[config.mk]
export PLATFORM = sky130hd
export DESIGN_NAME = counting_semaphore_fifo_waiters
export DESIGN_NICKNAME = d
export VERILOG_FILES = /design/src/rtl/csf_pkg.sv /design/src/rtl/csf_ram.sv /design/src/rtl/csf_front.sv /design/src/rtl/csf_back.sv /design/src/rtl/counting_semaphore_fifo_waiters.sv
export SDC_FILE = /design/constraint.sdc
export NUM_CORES = 1
export LEC_CHECK = 0
export ABC_CLOCK_PERIOD_IN_PS = 4900
export BUFFER_PORTS_ARGS = -buffer_cell sky130_fd_sc_hd__buf_2
export CORE_MARGIN = 2
export CORE_UTILIZATION = 50
export CTS_BUF_LIST = sky130_fd_sc_hd__clkbuf_4
export DETAILED_ROUTE_END_ITERATION = 16
export HOLD_SLACK_MARGIN = 0.12
export PLACE_DENSITY_LB_ADDON = 0.3
export SETUP_SLACK_MARGIN = 0.3
export SLEW_MARGIN = 20
export SYNTH_ARGS = -nofsm -noshare
export SYNTH_HDL_FRONTEND = slang
export SYNTH_SLANG_ARGS = --single-unit
[constraint.sdc]
create_clock -name clock -period 4.9 [get_ports clock]
set_input_delay 0.49 -clock clock [delete_from_list [all_inputs] [get_ports clock]]
set_output_delay 0.49 -clock clock [all_outputs]
set_load 0.01 [all_outputs]
[src/rtl/csf_pkg.sv]
// Shared types, constants and helpers for the counting semaphore with a waiter queue.
// Used by the front, back and top-level modules and by the testbench; depends on nothing else.
package csf_pkg;

   localparam int QUEUE_DEPTH = 16;
   localparam int TID_W       = 8;
   localparam int VALUE_W     = 16;
   localparam int PTR_W       = $clog2(QUEUE_DEPTH);
   localparam int CNT_W       = $clog2(QUEUE_DEPTH + 1);

   localparam logic signed [VALUE_W-1:0] COUNT_MAX = {1'b0, {(VALUE_W-1){1'b1}}};
   localparam logic signed [VALUE_W-1:0] COUNT_MIN = {1'b1, {(VALUE_W-1){1'b0}}};

   // Operation codes carried by the kind field.
   typedef enum logic [1:0] {
      OP_OPEN   = 2'd0,
      OP_WAIT   = 2'd1,
      OP_SIGNAL = 2'd2,
      OP_CLOSE  = 2'd3
   } csf_op_type;

   // Status codes of a result word.
   typedef enum logic [1:0] {
      ST_OK     = 2'd0,
      ST_CLOSED = 2'd1,
      ST_FULL   = 2'd2
   } csf_status_type;

   // Classified command passed from the front to the back.
   typedef struct packed {
      csf_op_type                 op;
      logic [TID_W-1:0]           tid;
      logic signed [VALUE_W-1:0]  open_value;
   } csf_cmd_type;

   // One result word.
   typedef struct packed {
      csf_status_type   status;
      logic             must_block;
      logic             rel_valid;
      logic [TID_W-1:0] rel_thread;
      logic             last;
   } csf_rsp_type;

   // Status of the back end seen by the top level.
   typedef struct packed {
      logic [CNT_W-1:0] waiter_count;
      logic             busy;
   } csf_stat_type;

   // Next slot of the circular waiter queue.
   function automatic logic [PTR_W-1:0] next_slot(input logic [PTR_W-1:0] p);
      logic [PTR_W-1:0] r;
      if (p == PTR_W'(QUEUE_DEPTH - 1)) begin
         r = '0;
      end else begin
         r = p + 1'b1;
      end
      return r;
   endfunction

endpackage

[src/rtl/csf_ram.sv]
// Generic single-write, single-read RAM with a registered read port.
// Stand-alone; holds the waiter thread ids.
module csf_ram #(
   parameter int WIDTH = 8,
   parameter int DEPTH = 16
) (
   input  logic                     clock,
   input  logic                     we,
   input  logic [$clog2(DEPTH)-1:0] waddr,
   input  logic [WIDTH-1:0]         wdata,
   input  logic                     re,
   input  logic [$clog2(DEPTH)-1:0] raddr,
   output logic [WIDTH-1:0]         rdata
);

   logic [WIDTH-1:0] mem_ff [DEPTH];
   logic [WIDTH-1:0] rdata_ff;

   // Write port and registered read port; read data holds while re is low.
   always_ff @(posedge clock) begin
      if (we) begin
         mem_ff[waddr] <= wdata;
      end
      if (re) begin
         rdata_ff <= mem_ff[raddr];
      end
   end

   assign rdata = rdata_ff;

endmodule

[src/rtl/csf_front.sv]
// Front end: accepts request words, classifies them into commands and queues them.
// Depends on csf_pkg.
module csf_front
   import csf_pkg::*;
(
   input  logic                       clock,
   input  logic                       reset,
   input  logic                       req_push,
   output logic                       req_full,
   input  logic [1:0]                 req_kind,
   input  logic [TID_W-1:0]           req_thread_id,
   input  logic signed [VALUE_W-1:0]  req_open_value,
   output logic                       cmd_valid,
   output csf_cmd_type                cmd,
   input  logic                       cmd_take
);

   csf_cmd_type slot_ff [2];
   logic        head_ff, head_in;
   logic [1:0]  cnt_ff, cnt_in;
   logic        push_ok, pop_ok, tail;
   csf_cmd_type cmd_new;

   // Classify the incoming word.
   always_comb begin
      cmd_new.op         = csf_op_type'(req_kind);
      cmd_new.tid        = req_thread_id;
      cmd_new.open_value = req_open_value;
   end

   // Two-entry command queue between the front and the back.
   assign req_full  = (cnt_ff == 2'd2);
   assign push_ok   = req_push && !req_full;
   assign cmd_valid = (cnt_ff != 2'd0);
   assign pop_ok    = cmd_take && cmd_valid;
   assign tail      = head_ff ^ cnt_ff[0];
   assign cmd       = slot_ff[head_ff];

   always_comb begin
      head_in = head_ff ^ pop_ok;
      cnt_in  = cnt_ff + {1'b0, push_ok} - {1'b0, pop_ok};
   end

   always_ff @(posedge clock) begin
      if (reset) begin
         head_ff <= 1'b0;
         cnt_ff  <= 2'd0;
      end else begin
         head_ff <= head_in;
         cnt_ff  <= cnt_in;
      end
      if (push_ok) begin
         slot_ff[tail] <= cmd_new;
      end
   end

endmodule

[src/rtl/csf_back.sv]
// Back end: carries out commands on the count and the waiter queue, and queues results.
// Depends on csf_pkg and csf_ram.
module csf_back
   import csf_pkg::*;
(
   input  logic             clock,
   input  logic             reset,
   input  logic             cmd_valid,
   input  csf_cmd_type      cmd,
   output logic             cmd_take,
   output logic             rsp_empty,
   input  logic             rsp_pop,
   output csf_rsp_type      rsp,
   output csf_stat_type     stat
);

   typedef enum logic {
      S_IDLE,
      S_FETCH
   } state_type;

   state_type                  state_ff, state_in;
   logic signed [VALUE_W-1:0]  count_ff, count_in;
   logic                       closed_ff, closed_in;
   logic [PTR_W-1:0]           rp_ff, rp_in, wp_ff, wp_in;
   logic [CNT_W-1:0]           wc_ff, wc_in;
   csf_op_type                 op_ff, op_in;
   csf_status_type             sig_status_ff, sig_status_in;
   csf_status_type             sig_status;

   csf_rsp_type                rq_ff [2];
   logic                       rq_head_ff, rq_head_in;
   logic [1:0]                 rq_cnt_ff, rq_cnt_in;
   logic                       room, push, pop_ok, rq_tail;
   csf_rsp_type                res;

   logic                       ram_we, ram_re;
   logic [PTR_W-1:0]           ram_raddr;
   logic [TID_W-1:0]           ram_rdata;

   // Waiter queue storage.
   csf_ram #(
      .WIDTH(TID_W),
      .DEPTH(QUEUE_DEPTH)
   ) u_waiters (
      .clock (clock),
      .we    (ram_we),
      .waddr (wp_ff),
      .wdata (cmd.tid),
      .re    (ram_re),
      .raddr (ram_raddr),
      .rdata (ram_rdata)
   );

   assign room       = (rq_cnt_ff != 2'd2);
   assign rsp_empty  = (rq_cnt_ff == 2'd0);
   assign pop_ok     = rsp_pop && !rsp_empty;
   assign rq_tail    = rq_head_ff ^ rq_cnt_ff[0];
   assign rsp        = rq_ff[rq_head_ff];
   assign stat.waiter_count = wc_ff;
   assign stat.busy         = (state_ff == S_FETCH);
   assign sig_status = (count_ff == COUNT_MAX) ? ST_FULL : ST_OK;

   // Command execution.
   always_comb begin
      state_in      = state_ff;
      count_in      = count_ff;
      closed_in     = closed_ff;
      rp_in         = rp_ff;
      wp_in         = wp_ff;
      wc_in         = wc_ff;
      op_in         = op_ff;
      sig_status_in = sig_status_ff;
      cmd_take      = 1'b0;
      push          = 1'b0;
      res           = '0;
      ram_we        = 1'b0;
      ram_re        = 1'b0;
      ram_raddr     = rp_ff;

      unique case (state_ff)
         S_IDLE: begin
            if (cmd_valid && room) begin
               cmd_take = 1'b1;
               op_in    = cmd.op;
               unique case (cmd.op)
                  OP_OPEN: begin
                     count_in  = cmd.open_value;
                     closed_in = 1'b0;
                     rp_in     = '0;
                     wp_in     = '0;
                     wc_in     = '0;
                     push      = 1'b1;
                     res.last  = 1'b1;
                  end
                  OP_WAIT: begin
                     push     = 1'b1;
                     res.last = 1'b1;
                     priority if (closed_ff) begin
                        res.status = ST_CLOSED;
                     end else if (count_ff == COUNT_MIN) begin
                        res.status = ST_FULL;
                     end else if (count_ff <= $signed(VALUE_W'(0))) begin
                        if (wc_ff == CNT_W'(QUEUE_DEPTH)) begin
                           res.status = ST_FULL;
                        end else begin
                           ram_we         = 1'b1;
                           wp_in          = next_slot(wp_ff);
                           wc_in          = wc_ff + 1'b1;
                           count_in       = count_ff - VALUE_W'(1);
                           res.must_block = 1'b1;
                        end
                     end else begin
                        count_in = count_ff - VALUE_W'(1);
                     end
                  end
                  OP_SIGNAL: begin
                     if (sig_status == ST_OK) begin
                        count_in = count_ff + VALUE_W'(1);
                     end
                     if (wc_ff == '0) begin
                        push       = 1'b1;
                        res.status = sig_status;
                        res.last   = 1'b1;
                     end else begin
                        ram_re        = 1'b1;
                        sig_status_in = sig_status;
                        state_in      = S_FETCH;
                     end
                  end
                  OP_CLOSE: begin
                     closed_in = 1'b1;
                     if (wc_ff == '0) begin
                        push     = 1'b1;
                        res.last = 1'b1;
                     end else begin
                        ram_re   = 1'b1;
                        state_in = S_FETCH;
                     end
                  end
                  default: ;
               endcase
            end
         end
         S_FETCH: begin
            // One released waiter per result word; close keeps reading ahead.
            if (room) begin
               push           = 1'b1;
               res.status     = (op_ff == OP_SIGNAL) ? sig_status_ff : ST_OK;
               res.rel_valid  = 1'b1;
               res.rel_thread = ram_rdata;
               res.last       = (op_ff == OP_SIGNAL) || (wc_ff == CNT_W'(1));
               rp_in          = next_slot(rp_ff);
               wc_in          = wc_ff - 1'b1;
               if (res.last) begin
                  state_in = S_IDLE;
                  if (op_ff == OP_CLOSE) begin
                     rp_in = '0;
                     wp_in = '0;
                     wc_in = '0;
                  end
               end else begin
                  ram_re    = 1'b1;
                  ram_raddr = next_slot(rp_ff);
               end
            end
         end
         default: ;
      endcase
   end

   // Result queue bookkeeping.
   always_comb begin
      rq_head_in = rq_head_ff ^ pop_ok;
      rq_cnt_in  = rq_cnt_ff + {1'b0, push} - {1'b0, pop_ok};
   end

   always_ff @(posedge clock) begin
      if (reset) begin
         state_ff   <= S_IDLE;
         count_ff   <= '0;
         closed_ff  <= 1'b0;
         rp_ff      <= '0;
         wp_ff      <= '0;
         wc_ff      <= '0;
         rq_head_ff <= 1'b0;
         rq_cnt_ff  <= 2'd0;
      end else begin
         state_ff   <= state_in;
         count_ff   <= count_in;
         closed_ff  <= closed_in;
         rp_ff      <= rp_in;
         wp_ff      <= wp_in;
         wc_ff      <= wc_in;
         rq_head_ff <= rq_head_in;
         rq_cnt_ff  <= rq_cnt_in;
      end
      op_ff         <= op_in;
      sig_status_ff <= sig_status_in;
      if (push) begin
         rq_ff[rq_tail] <= res;
      end
   end

endmodule

[src/rtl/counting_semaphore_fifo_waiters.sv]
// Open, wait and signal without a waiter are carried out in the idle state of the back
// end; a signal that releases a waiter, and a close with queued waiters, go through a
// fetch state, as the waiter RAM has a registered read port; close gives one result word
// per queued waiter. Front and back each hold a two-word queue.
// Synchronous reset clears the count, the closed flag, pointers and both word queues.
module counting_semaphore_fifo_waiters
   import csf_pkg::*;
(
   input  logic                       clock,
   input  logic                       reset,
   input  logic                       req_push,
   output logic                       req_full,
   input  logic [1:0]                 req_kind,
   input  logic [TID_W-1:0]           req_thread_id,
   input  logic signed [VALUE_W-1:0]  req_open_value,
   output logic                       rsp_empty,
   input  logic                       rsp_pop,
   output logic [1:0]                 rsp_status,
   output logic                       rsp_must_block,
   output logic                       rsp_released_valid,
   output logic [TID_W-1:0]           rsp_released_thread,
   output logic                       rsp_last
);

   logic         cmd_valid, cmd_take;
   csf_cmd_type  cmd;
   csf_rsp_type  rsp;
   csf_stat_type stat;

   // Front end: accept and classify.
   csf_front u_front (
      .clock          (clock),
      .reset          (reset),
      .req_push       (req_push),
      .req_full       (req_full),
      .req_kind       (req_kind),
      .req_thread_id  (req_thread_id),
      .req_open_value (req_open_value),
      .cmd_valid      (cmd_valid),
      .cmd            (cmd),
      .cmd_take       (cmd_take)
   );

   // Back end: execute and queue results.
   csf_back u_back (
      .clock     (clock),
      .reset     (reset),
      .cmd_valid (cmd_valid),
      .cmd       (cmd),
      .cmd_take  (cmd_take),
      .rsp_empty (rsp_empty),
      .rsp_pop   (rsp_pop),
      .rsp       (rsp),
      .stat      (stat)
   );

   assign rsp_status          = rsp.status;
   assign rsp_must_block      = rsp.must_block;
   assign rsp_released_valid  = rsp.rel_valid;
   assign rsp_released_thread = rsp.rel_thread;
   assign rsp_last            = rsp.last;

   // The waiter count never exceeds the queue depth.
   a_wc_bound: assert property (@(posedge clock) disable iff (reset)
      stat.waiter_count <= CNT_W'(QUEUE_DEPTH))
      else $error("waiter count above queue depth");

   // The back end takes a command only when one is queued.
   a_take_valid: assert property (@(posedge clock) disable iff (reset)
      cmd_take |-> cmd_valid)
      else $error("command taken from an empty queue");

   // A blocked caller is never also a release, and ends its item.
   a_block_word: assert property (@(posedge clock) disable iff (reset)
      (!rsp_empty && rsp_must_block) |-> (rsp_last && !rsp_released_valid))
      else $error("malformed blocking result word");

   // Nothing is fetched from an empty waiter queue.
   a_fetch_nonempty: assert property (@(posedge clock) disable iff (reset)
      stat.busy |-> (stat.waiter_count != '0))
      else $error("release pending with no waiters");

endmodule

### Word level (Yosys, flattened, before mapping)

Memories as Yosys holds them, arrays and structs flattened. A register that Yosys moved wholly into a read port is not among the register bits.
Index checks and enable logic that the tools add are counted.
Widths: inputs -> output; s select.

* add/subtract/negate cells: 10
* $lt $le $gt $ge: 1
* equality and inequality tests: 27
* multiplexer cells: 86
* bitwise logic cells: 6
* reduce and logical (&&, ||, !) cells: 23

Operators with widths (number)
* $mux 16: 5
* $mux 4: 18
* $pmux 16 s3: 1
* $mux 5: 8
* $eq 16x16->1 const B: 2
* $mux 1: 30
* $pmux 4 s2: 3
* $pmux 5 s2: 2
* $add 16x2->16 const B: 1
* $le 16x1->1 const B: 1
* $sub 16x2->16 const B: 1
* $ne 3x3->1 const B: 5
* $mux 2: 7
* $ne 2x2->1 const B: 7
* $reduce_and 7->1: 2
* $pmux 1 s2: 6
* $eq 2x2->1 const B: 5
* $mux 10: 1
* $mux 9: 1
* $reduce_and 9->1: 1
* $add 4x1->4 const B: 2
* $eq 4x4->1 const B: 2
* $pmux 2 s2: 2
* $logic_not 2->1: 3
* 22 further kinds: 37

* register bits after elaboration: 41
* RAM bits: 206
* input port bits: 30
* output and inout bits: 15
* logic and storage cells: 168
* memories kept: 3

Memory list
* u_back.u_waiters.mem_ff: words 16, width 8, read ports 1, clocked after Yosys merged registers in 1, write ports 1, RTL line csf_ram.sv:16 `logic [WIDTH-1:0] mem_ff [DEPTH];`
* u_front.slot_ff: words 2, width 26, read ports 1, clocked after Yosys merged registers in 1, write ports 1, RTL line csf_front.sv:18 `csf_cmd_type slot_ff [2];`
* u_back.rq_ff: words 2, width 13, read ports 1, clocked after Yosys merged registers in 1, write ports 1, RTL line csf_back.sv:31 `csf_rsp_type rq_ff [2];`

### Longest topological paths before layout

Gate-level depths: netlist of the first run.

* word-level depth: 10
* mapped depth: 17
* depth with buffers taken out: 12

### Modules after synthesis

A second synthesis of the first run with hierarchy kept.

* cell total of the unflattened synthesis: 773
* area total of the unflattened synthesis: 11370.9 sq um

Modules (own cells, without submodules)
* csf_ram: times used 1, cells each 229, area each 5227.5 sq um, sequential area each 4083.9 sq um
* csf_back: times used 1, cells each 440, area each 4058.9 sq um, sequential area each 1551.5 sq um
* csf_front: times used 1, cells each 104, area each 2084.5 sq um, sequential area each 1621.6 sq um

### Worst setup path before layout of the first run

Ideal clock, no wire load.

* path type: register to register
* start point: reg u_front.head_ff (netlist name)
* end point: reg u_back.count_ff[12]
* setup time: 0.059 ns
* arrival time: 4.515 ns
* required time: 4.841 ns
* setup slack: 0.326 ns
* cell stages (with the launch flop): 17
* path buffers: 4
* period minus slack after synthesis: 4.574 ns
* path through: dfxtp_1 buf_1 buf_1 buf_1 mux2i_1 inv_1 ha_1 clkbuf_1 inv_1 ha_1 nor2b_1 o21a_1 o21a_1 o21ai_0 o21ai_0 a2111oi_0 o31a_1

RTL lines
* end signal: assignment: RTL line csf_back.sv:190 `count_ff <= count_in;`
* end: declaration: RTL line csf_back.sv:23 `logic signed [VALUE_W-1:0] count_ff, count_in;`

==> flow_summary.yaml, run 1 <==
routing:
  drtAntennaViolNets: 0
  wl_mm: 23.1
  avgRoutedWirePerCell_um: 17.5
  vias_per_cell: 5.59
  drt_first_iter_violations: 539
  drc: 0
  vias: 7373
  drt_first_pass_iters: 5
critical_path:
  cp_max_fo: 16
  crit_type: "reg -> reg"
  startpoint: "u_front.head_ff"
  crit_path_start_kind: "flip-flop"
  arrival_ns: 4.50
  crit_required_ns: 5.51
  r2r_start: "u_front.head_ff"
  endpoint_kind: "flip-flop"
floorplan:
  coreArea_sq_um: 22600
  start_util: 0.509
  die_w_um: 156
  fp.dieH_um: 156
  num_rows: 55
  boundaryPins: 45
  die_area_sq_um: 24200
global_routing:
  groute.usage.overall: 0.197
  grt_max_degree: 41
  antenna_found_initial: 1
  grt_pass1_wl_mm: 37.3
  grt_pass1_vias: 7167
  grt_overflow: 0
flow_run:
  cap_violations: 0
final_layout:
  seq_area_sq_um: 7260
  fillers: 1798
  drive_gt1_frac: 0.215
  areaGrowthSynthToFinish_pct: 14.8
  fin_cells: 1319
  final_nets: 1049
  multiInputGateArea_sq_um: 3960
clock_network:
  clk_latency_ns: 0.66
  post_cts_buffers: 0
  cts_tree: "done"
  cts_max_path_buffers: 3
  cts.clk_slew.worst_paths_ns: 0.07
  cts_buffers: 66
  htreeDepth: 3
  cts_root_buf: "clkbuf_4"
  clock_sinks: 254
synthesis:
  yosysMostFrequentCell: "edfxtp_1"
  syn_nets: 936
  yosys_most_used_dff: "edfxtp_1"
  netlist_top_cells_area: "edfxtp_1, dfxtp_1, mux2_2"
  synth.yosys.warnings: 0
  synth_area_per_cell_sq_um: 13.1
  synth_top_area_share: 0.567
  ys_seq_area_frac: 0.632
  synth_commonest_cells: "edfxtp_1, nand2_1, nor2_1"
  ys_async_sr_fraction: 0
  netlist_area_sq_um: 11500
  synth.distinct_cells: 62
  synth-edff-count: 217
  ys_ff_latch: 254
  yosys.area.top_type: "edfxtp_1"
  syn_inst: 874
pwr:
  max-vdd-ir-drop_v: 0.000314
  totalPowerFinal_w: 0.00746
  p_leak_nw: 4.96
  powerDensity_nw_per_um2: 566
timing:
  fin_crit_sh: 0.792
  timing.slew.headroom: 0.329
  rsz0062_at_grt: "no"
  min_period_ns: 3.88
  finalHoldViolCount: 0
  setup_tns_ns: 0
  slew_violations: 0
  fmax_mhz: 258
  finalSetupViolations: 0
  skew_ns: 0.0501
  tightest_slew_ns: 1.00
placed_design:
  place_inst: 1178
  dp_hpwl_mm: 14.9
  place_congestion: 0.840
  port_buffers: 44
worst_hold_path:
  hold_start: "rsp_pop"
  worst_hold_path_type: "in -> reg"
run_status:
  status: "complete, no violations"
logic make-up (layout without fill, tap and decap cells):
logic type	after synthesis	in the layout	share of synthesized area
muxes	108	108	0.101
buffers and inverters	76	235	0.0264
adders and majority gates	33	33	0.0364
and+or+nand+nor	223	223	0.0953
AOI/OAI and AO/OA	163	163	0.0961
other	0	1	0
xor gates and xnor gates	17	17	0.0130
DFF	254	254	0.632
flip-flops by register name, summed over array words and instances (netlist names), 2 cells and up:
register,flops
u_back.u_waiters.mem_ff,128
u_front.slot_ff,52
u_back.rq_ff,26
u_back.count_ff,16
u_back.u_waiters.rdata,8
u_back.wc_ff,5
u_back.rp_ff,4
u_back.wp_ff,4
u_back.op_ff,2
u_back.rq_cnt_ff,2
u_front.cnt_ff,2
area by class of cell:
| class | count | share of cell area |
|---|---|---|
| diodes | 1 | 0.000190 |
| clock buffers | 97 | 0.0552 |
| clock inverters | 17 | 0.00930 |
| inverters | 35 | 0.00996 |
| multi-input cells | 544 | 0.301 |
| flip-flops and latches | 254 | 0.550 |
| well taps | 285 | 0.0270 |
| repair buffers | 86 | 0.0474 |
final timing paths:
| kind | to | cells after the start | slack (ns) |
|---|---|---|---|
| setup / recovery | u_back.count_ff[12] | 11 | 1.02 |
| hold / removal | u_back.rq_head_ff | 4 | 0.31 |
| setup reg to reg | u_back.count_ff[12] | 11 | 1.02 |
| hold reg to reg | u_back.wc_ff[4] | 2 | 0.52 |
layout by cell type (no fill, tap or decap), types with 14 or more instances in the layout:
| master | synthesis | final |
|---|---|---|
| edfxtp_1 | 217 | 217 |
| clkbuf_4 | 0 | 97 |
| nand2_1 | 62 | 62 |
| nor2_1 | 51 | 49 |
| mux2i_1 | 49 | 49 |
| mux2_2 | 46 | 46 |
| buf_2 | 8 | 44 |
| a21oi_1 | 41 | 41 |
| o211ai_1 | 37 | 37 |
| dfxtp_1 | 37 | 37 |
| inv_1 | 35 | 35 |
| ha_1 | 31 | 31 |
| dlygate4sd3_1 | 0 | 26 |
| o21ai_0 | 23 | 23 |
| nand4_1 | 20 | 20 |
| a211oi_1 | 17 | 17 |
| nor2b_1 | 18 | 16 |
| nor3_1 | 17 | 16 |
| buf_4 | 2 | 14 |
worst max-delay path, stage by stage, from the launching register on:
cell,delay (ns)
dfxtp_1,0.49
mux2i_1,0.39
inv_1,0.15
ha_1,0.35
inv_1,0.49
ha_1,0.40
a2111oi_0,0.42
inv_1,0.11
o21ai_0,0.26
o21ai_0,0.20
a2111oi_0,0.43
o31a_1,0.18
metal layers:
| layer | wire, um | vias to the layer above | global-route usage |
|---|---|---|---|
| li1 | - | 3597 | - |
| met1 | 10800 | 3553 | 0.267 |
| met2 | 10700 | 190 | 0.313 |
| met3 | 1190 | 33 | 0.0450 |
| met4 | 378 | 0 | 0.0703 |
| met5 | 0 | - | 0 |
repair_timing:
item	CTS	global route
hold endpoints to repair	52	0
hold buffers	26	0
gates resized for setup	0	0
stage by stage:
step	setup slack (ns)	util	hold slack (ns)	cell area, sq um
global route	0.586	0.584	0.314	13200
finish	1.02	0.584	0.306	13200
floorplan	0.326	-	0.466	11500
CTS	1.04	0.584	0.271	13200
detailed placement	1.01	0.535	0.516	12100
global placement	1.09	0.534	0.500	12100
power by group:
group / total (W) / leakage, nW / internal, W / switching, W
clock network: 0.00184 / 0.509 / 0.00101 / 0.000826
registers: 0.00307 / 2.28 / 0.00288 / 0.000187
logic: 0.00255 / 2.17 / 0.000982 / 0.00157
(Power assumes the default switching activity.)
==> run 2: changes to the inputs <==
--- a/config.mk
+++ b/config.mk
@@ -5,7 +5,7 @@
 export SDC_FILE = /design/constraint.sdc
 export NUM_CORES = 1
 export LEC_CHECK = 0
-export ABC_CLOCK_PERIOD_IN_PS = 4900
+export ABC_CLOCK_PERIOD_IN_PS = 3170
 export BUFFER_PORTS_ARGS = -buffer_cell sky130_fd_sc_hd__buf_2
 export CORE_MARGIN = 2
 export CORE_UTILIZATION = 50
==> constraint.sdc (replaced) <==
create_clock -name clock -period 3.17 [get_ports clock]
set_input_delay 0.317 -clock clock [delete_from_list [all_inputs] [get_ports clock]]
set_output_delay 0.317 -clock clock [all_outputs]
set_load 0.01 [all_outputs]
==> flow_summary.yaml, run 2 (synthesis gave the netlist of run 1 again) <==
run_status:
  status: "complete, no violations"
routing:
  drt_first_pass_iters: 5
  vias: 7645
  drc: 0
  drtAntennaViolNets: 0
  avgRoutedWirePerCell_um: 19.0
  wl_mm: 25.5
  vias_per_cell: 5.68
  drt_first_iter_violations: 650
critical_path:
  arrival_ns: 3.40
  crit_type: "reg -> reg"
  rrSetupSlack_ns: 0.30
  cp_slowest_cell: "dfxtp_4"
  slowest_delay_ns: 0.41
  crit_required_ns: 3.70
  path_delay_family: "compound AO/OA/AOI/OAI gates"
  r2r-end: "u_back.count_ff[15]"
  cp_max_fo: 16
  endpoint_kind: "flip-flop"
  r2r_start: "u_front.head_ff"
  crit_buf_inv: 1
  cp_cell_sequence: "mux2i_4 -> ha_4 -> inv_12 -> ha_1 -> o21ai_0 -> o2111ai_1 -> nand4_1 -> nand2_1 -> nor4_1 -> o41ai_1 -> a21oi_1"
  r2r_cells: 11
  crit_path_start_kind: "flip-flop"
clock_network:
  clk_latency_ns: 0.69
  clock_sinks: 254
  htreeDepth: 3
  cts_buffers: 66
  cts_max_path_buffers: 3
  cts.clk_slew.worst_paths_ns: 0.06
  cts_root_buf: "clkbuf_4"
  cts_tree: "done"
floorplan:
  start_util: 0.509
  die_w_um: 156
  coreArea_sq_um: 22600
  boundaryPins: 45
  die_area_sq_um: 24200
  num_rows: 55
  fp.dieH_um: 156
final_layout:
  top_regs: "u_back.u_waiters.mem_ff x128, u_front.slot_ff x52, u_back.rq_ff x26"
  mostFrequentLayoutCell: "edfxtp_1"
  largest_reg_flops: 128
  fillers: 1791
  seq_area_sq_um: 7270
  most-common-layout-cells: "edfxtp_1, clkbuf_4, nand2_1"
  final_nets: 1082
  areaGrowthSynthToFinish_pct: 19.0
  drive_gt1_frac: 0.268
  multiInputGateArea_sq_um: 4160
  final_area_sq_um: 13700
  regMostFlops: "u_back.u_waiters.mem_ff"
timing:
  setup_tns_ns: 0
  min_period_ns: 2.87
  timing.slew.headroom: 0.505
  fmax_mhz: 348
  fin_crit_sh: 0.906
  slew_violations: 0
  finalHoldViolCount: 0
  skew_ns: 0.0536
  tightest_slew_ns: 0.742
  finalSetupViolations: 0
  rsz0062_at_grt: "yes"
  hold_ws_ns: 0.299
global_routing:
  groute.usage.overall: 0.215
  grt_max_degree: 31
  antenna_found_initial: 1
  grt_overflow: 0
  grt_pass1_wl_mm: 40.0
  grt_pass1_vias: 7479
worst_hold_path:
  holdPathStages: 5
  hold_start: "req_push"
  min_to: "u_front.cnt_ff[0]"
  worst_hold_path_type: "in -> reg"
pwr:
  p_leak_nw: 5.14
  powerDensity_nw_per_um2: 871
  max-vdd-ir-drop_v: 0.000529
placed_design:
  port_buffers: 44
  placed_cell_area_sq_um: 12400
  dp_hpwl_mm: 15.9
  place_congestion: 0.865
flow_run:
  cap_violations: 0
[run 2: cell count changes in the layout (fill, tap and decap cells not counted), moves of 4 or more]
cell	change
clkbuf_4	-4
ha_4	+4
nor4_1	-4
nor2_1	-4
nor2_4	+4
dfxtp_1	-5
buf_4	+27
nor4_2	+4
ha_1	-4
[run 2: what timing repair did]
item                                    in CTS  in global routing
endpoints found under the setup margin      11                 94
endpoints found under the hold margin       69                  0
hold buffers                                28                  0
setup buffers                                5                  4
cloned                                       1                  1
resized for setup                            3                 23
pin swaps                                    0                  5
[run 2: area by class of cell]
class / instances / area share
Antenna cell: 1 / 0.000183
Clock buffer: 93 / 0.0511
Clock inverter: 16 / 0.00750
Inverter: 35 / 0.0105
Multi-Input combinational cell: 544 / 0.304
Sequential cell: 254 / 0.532
Tap cell: 285 / 0.0261
Timing Repair Buffer: 119 / 0.0685
[run 2: worst max path at each step]
stage	start	end	slack, ns	cells after the start
after CTS	u_back.count_ff[0]	u_back.u_waiters.mem_ff[15][7]	0.30	5
after global placement	u_back.wc_ff[1]	u_back.u_waiters.rdata[7]	0.19	11
after global routing	u_front.head_ff	u_back.count_ff[15]	0.20	11
after floorplan	u_front.head_ff	u_back.count_ff[12]	0.11	16
after detailed placement	u_back.wc_ff[1]	u_back.u_waiters.rdata[2]	0.16	10
final	u_front.head_ff	u_back.count_ff[15]	0.30	11
[run 2: per-layer routing]
layer / wire [um] / GRT usage
met1: 10900 / 0.282
met2: 12600 / 0.356
met3: 1560 / 0.0489
met4: 435 / 0.0695
met5: 0 / 0
[run 2: power breakdown]
group / switching, W / internal (W)
registers: 0.000316 / 0.00446
clock network: 0.00131 / 0.00143
logic: 0.00261 / 0.00178
total: 0.00423 / 0.00768
[run 2: worst register-to-register path, cell delays in order (launching register included)]
cell	delay (ns)
dfxtp_4	0.41
mux2i_4	0.29
ha_4	0.24
inv_12	0.07
ha_1	0.33
o21ai_0	0.12
o2111ai_1	0.30
nand4_1	0.23
nand2_1	0.16
nor4_1	0.07
o41ai_1	0.38
a21oi_1	0.12
[run 2: per-stage QoR]
stage | power [W] | setup slack, ns | utilization | instances
final | 0.0119 | 0.299 | 0.606 | 1347
after global routing | 0.0127 | 0.196 | 0.606 | 1347
after CTS | 0.0118 | 0.301 | 0.600 | 1341
after detailed placement | 0.00902 | 0.162 | 0.548 | 1198
after global placement | 0.00895 | 0.189 | 0.548 | 1198
after floorplan | 0.00786 | 0.114 | - | 874
==> run 3: changes to the inputs <==
--- a/config.mk
+++ b/config.mk
@@ -9,7 +9,7 @@
 export BUFFER_PORTS_ARGS = -buffer_cell sky130_fd_sc_hd__buf_2
 export CORE_MARGIN = 2
 export CORE_UTILIZATION = 50
-export CTS_BUF_LIST = sky130_fd_sc_hd__clkbuf_4
+export CTS_BUF_LIST = sky130_fd_sc_hd__clkbuf_8
 export DETAILED_ROUTE_END_ITERATION = 16
 export HOLD_SLACK_MARGIN = 0.12
 export PLACE_DENSITY_LB_ADDON = 0.3
==> flow_summary.yaml, run 3 (synthesis gave the netlist of run 1 again) <==
run_status:
  status: "complete, no violations"
routing:
  vias_per_cell: 5.75
  drc: 0
  drt_first_pass_iters: 5
  avgRoutedWirePerCell_um: 19.3
  drt_first_iter_violations: 499
  drtAntennaViolNets: 0
  wl_mm: 25.4
  vias: 7564
final_layout:
  most-common-layout-cells: "edfxtp_1, nand2_1, mux2i_1"
  areaGrowthSynthToFinish_pct: 19.4
  mostFrequentLayoutCell: "edfxtp_1"
  largest_reg_flops: 128
  diodes: 0
  top_regs: "u_back.u_waiters.mem_ff x128, u_front.slot_ff x52, u_back.rq_ff x26"
  final_nets: 1063
  regMostFlops: "u_back.u_waiters.mem_ff"
  fin_util: 0.607
  drive_gt1_frac: 0.242
floorplan:
  die_w_um: 156
  boundaryPins: 45
  num_rows: 55
  fp.dieH_um: 156
  start_util: 0.509
  die_area_sq_um: 24200
  coreArea_sq_um: 22600
timing:
  finalHoldViolCount: 0
  timing.slew.headroom: 0.501
  skew_ns: 0.0216
  fmax_mhz: 359
  finalSetupViolations: 0
  min_period_ns: 2.79
  rsz0062_at_grt: "yes"
  fin_crit_sh: 0.880
  setup_tns_ns: 0
  slew_violations: 0
  tightest_slew_ns: 0.747
  hold_ws_ns: 0.171
global_routing:
  grt_max_degree: 31
  grt_overflow: 0
  grt_pass1_vias: 7320
  antenna_found_initial: 0
  groute.usage.overall: 0.210
  grt_pass1_wl_mm: 39.3
clock_network:
  clock_sinks: 254
  cts_root_buf: "clkbuf_8"
  cts.clk_slew.worst_paths_ns: 0.06
  clk_latency_ns: 0.55
  cts_max_path_buffers: 3
  cts_tree: "done"
  htreeDepth: 2
  cts_buffers: 42
critical_path:
  crit_type: "reg -> reg"
  rrSetupSlack_ns: 0.38
  crit_required_ns: 3.44
  crit_path_start_kind: "flip-flop"
  cp_max_fo: 15
  endpoint_kind: "flip-flop"
  arrival_ns: 3.06
placed_design:
  dp_hpwl_mm: 15.9
  port_buffers: 44
  place_congestion: 0.865
worst_hold_path:
  worst_hold_path_type: "in -> reg"
flow_run:
  cap_violations: 0
pwr:
  max-vdd-ir-drop_v: 0.000569
  powerDensity_nw_per_um2: 866
  p_leak_nw: 5.12
  totalPowerFinal_w: 0.0119
run 3: changes by cell type in the layout (fill, tap and decap cells not counted), sizes merged:
| cell | previous run | this run |
|---|---|---|
| buf | 89 | 96 |
| clkbuf | 94 | 44 |
| inv | 36 | 49 |
| dlygate4sd3 | 28 | 26 |
| bufinv | 1 | 0 |
| clkinv | 11 | 16 |
| clkinvlp | 3 | 0 |
| diode | 1 | 0 |
run 3: final timing paths:
check	start	to	cells past startpoint
min reg2reg	u_back.count_ff[8]	u_back.count_ff[8]	2
max reg2reg	u_back.wc_ff[1]	u_back.u_waiters.rdata[6]	9
max	u_back.wc_ff[1]	u_back.u_waiters.rdata[6]	9
min	reset	u_back.rq_cnt_ff[1]	2
run 3: metrics by stage:
stage	cell area (sq um)	worst slack (ns)	cells
2_1_floorplan	11700	0.114	874
3_3_place_gp	12400	0.189	1198
3_5_place_dp	12400	0.162	1198
4_1_cts	13400	0.289	1303
5_1_grt	13700	0.251	1315
6_report	13700	0.381	1315
run 3: where the power goes:
part	leakage [nW]	internal (W)	switching, W
clock network	0.426	0.00126	0.00126
registers	2.29	0.00447	0.000329
logic	2.41	0.00187	0.00267
total	5.12	0.00760	0.00427
run 3: worst max-delay path, cell delays in order, from the launching register on:
cell	delay, ns
dfxtp_4	0.37
inv_2	0.07
ha_4	0.18
a2111oi_4	0.38
buf_6	0.18
mux2i_4	0.26
buf_12	0.19
mux2_2	0.34
o211ai_1	0.37
nand4_1	0.17
run 3: final cells by class:
type | count | area [sq um]
repair buffers | 124 | 986
flip-flops and latches | 254 | 7270
clock buffers | 43 | 592
well taps | 285 | 357
clock inverters | 30 | 133
fillers | 1771 | 8860
inverters | 35 | 144
multi-input cells | 544 | 4230
run 3: metal layers:
layer / vias up / GRT usage / share of wire
li1: 3573 / - / -
met1: 3703 / 0.276 / 0.43
met2: 235 / 0.354 / 0.49
met3: 53 / 0.0400 / 0.055
met4: 0 / 0.0677 / 0.024
met5: - / 0 / 0
run 3: repair_timing:
item	CTS	global route
gates cloned	1	1
hold endpoints to repair	52	0
setup buffers	5	11
gates resized for setup	3	32
setup endpoints to repair	9	93
pin swaps	0	10
hold buffers	26	0
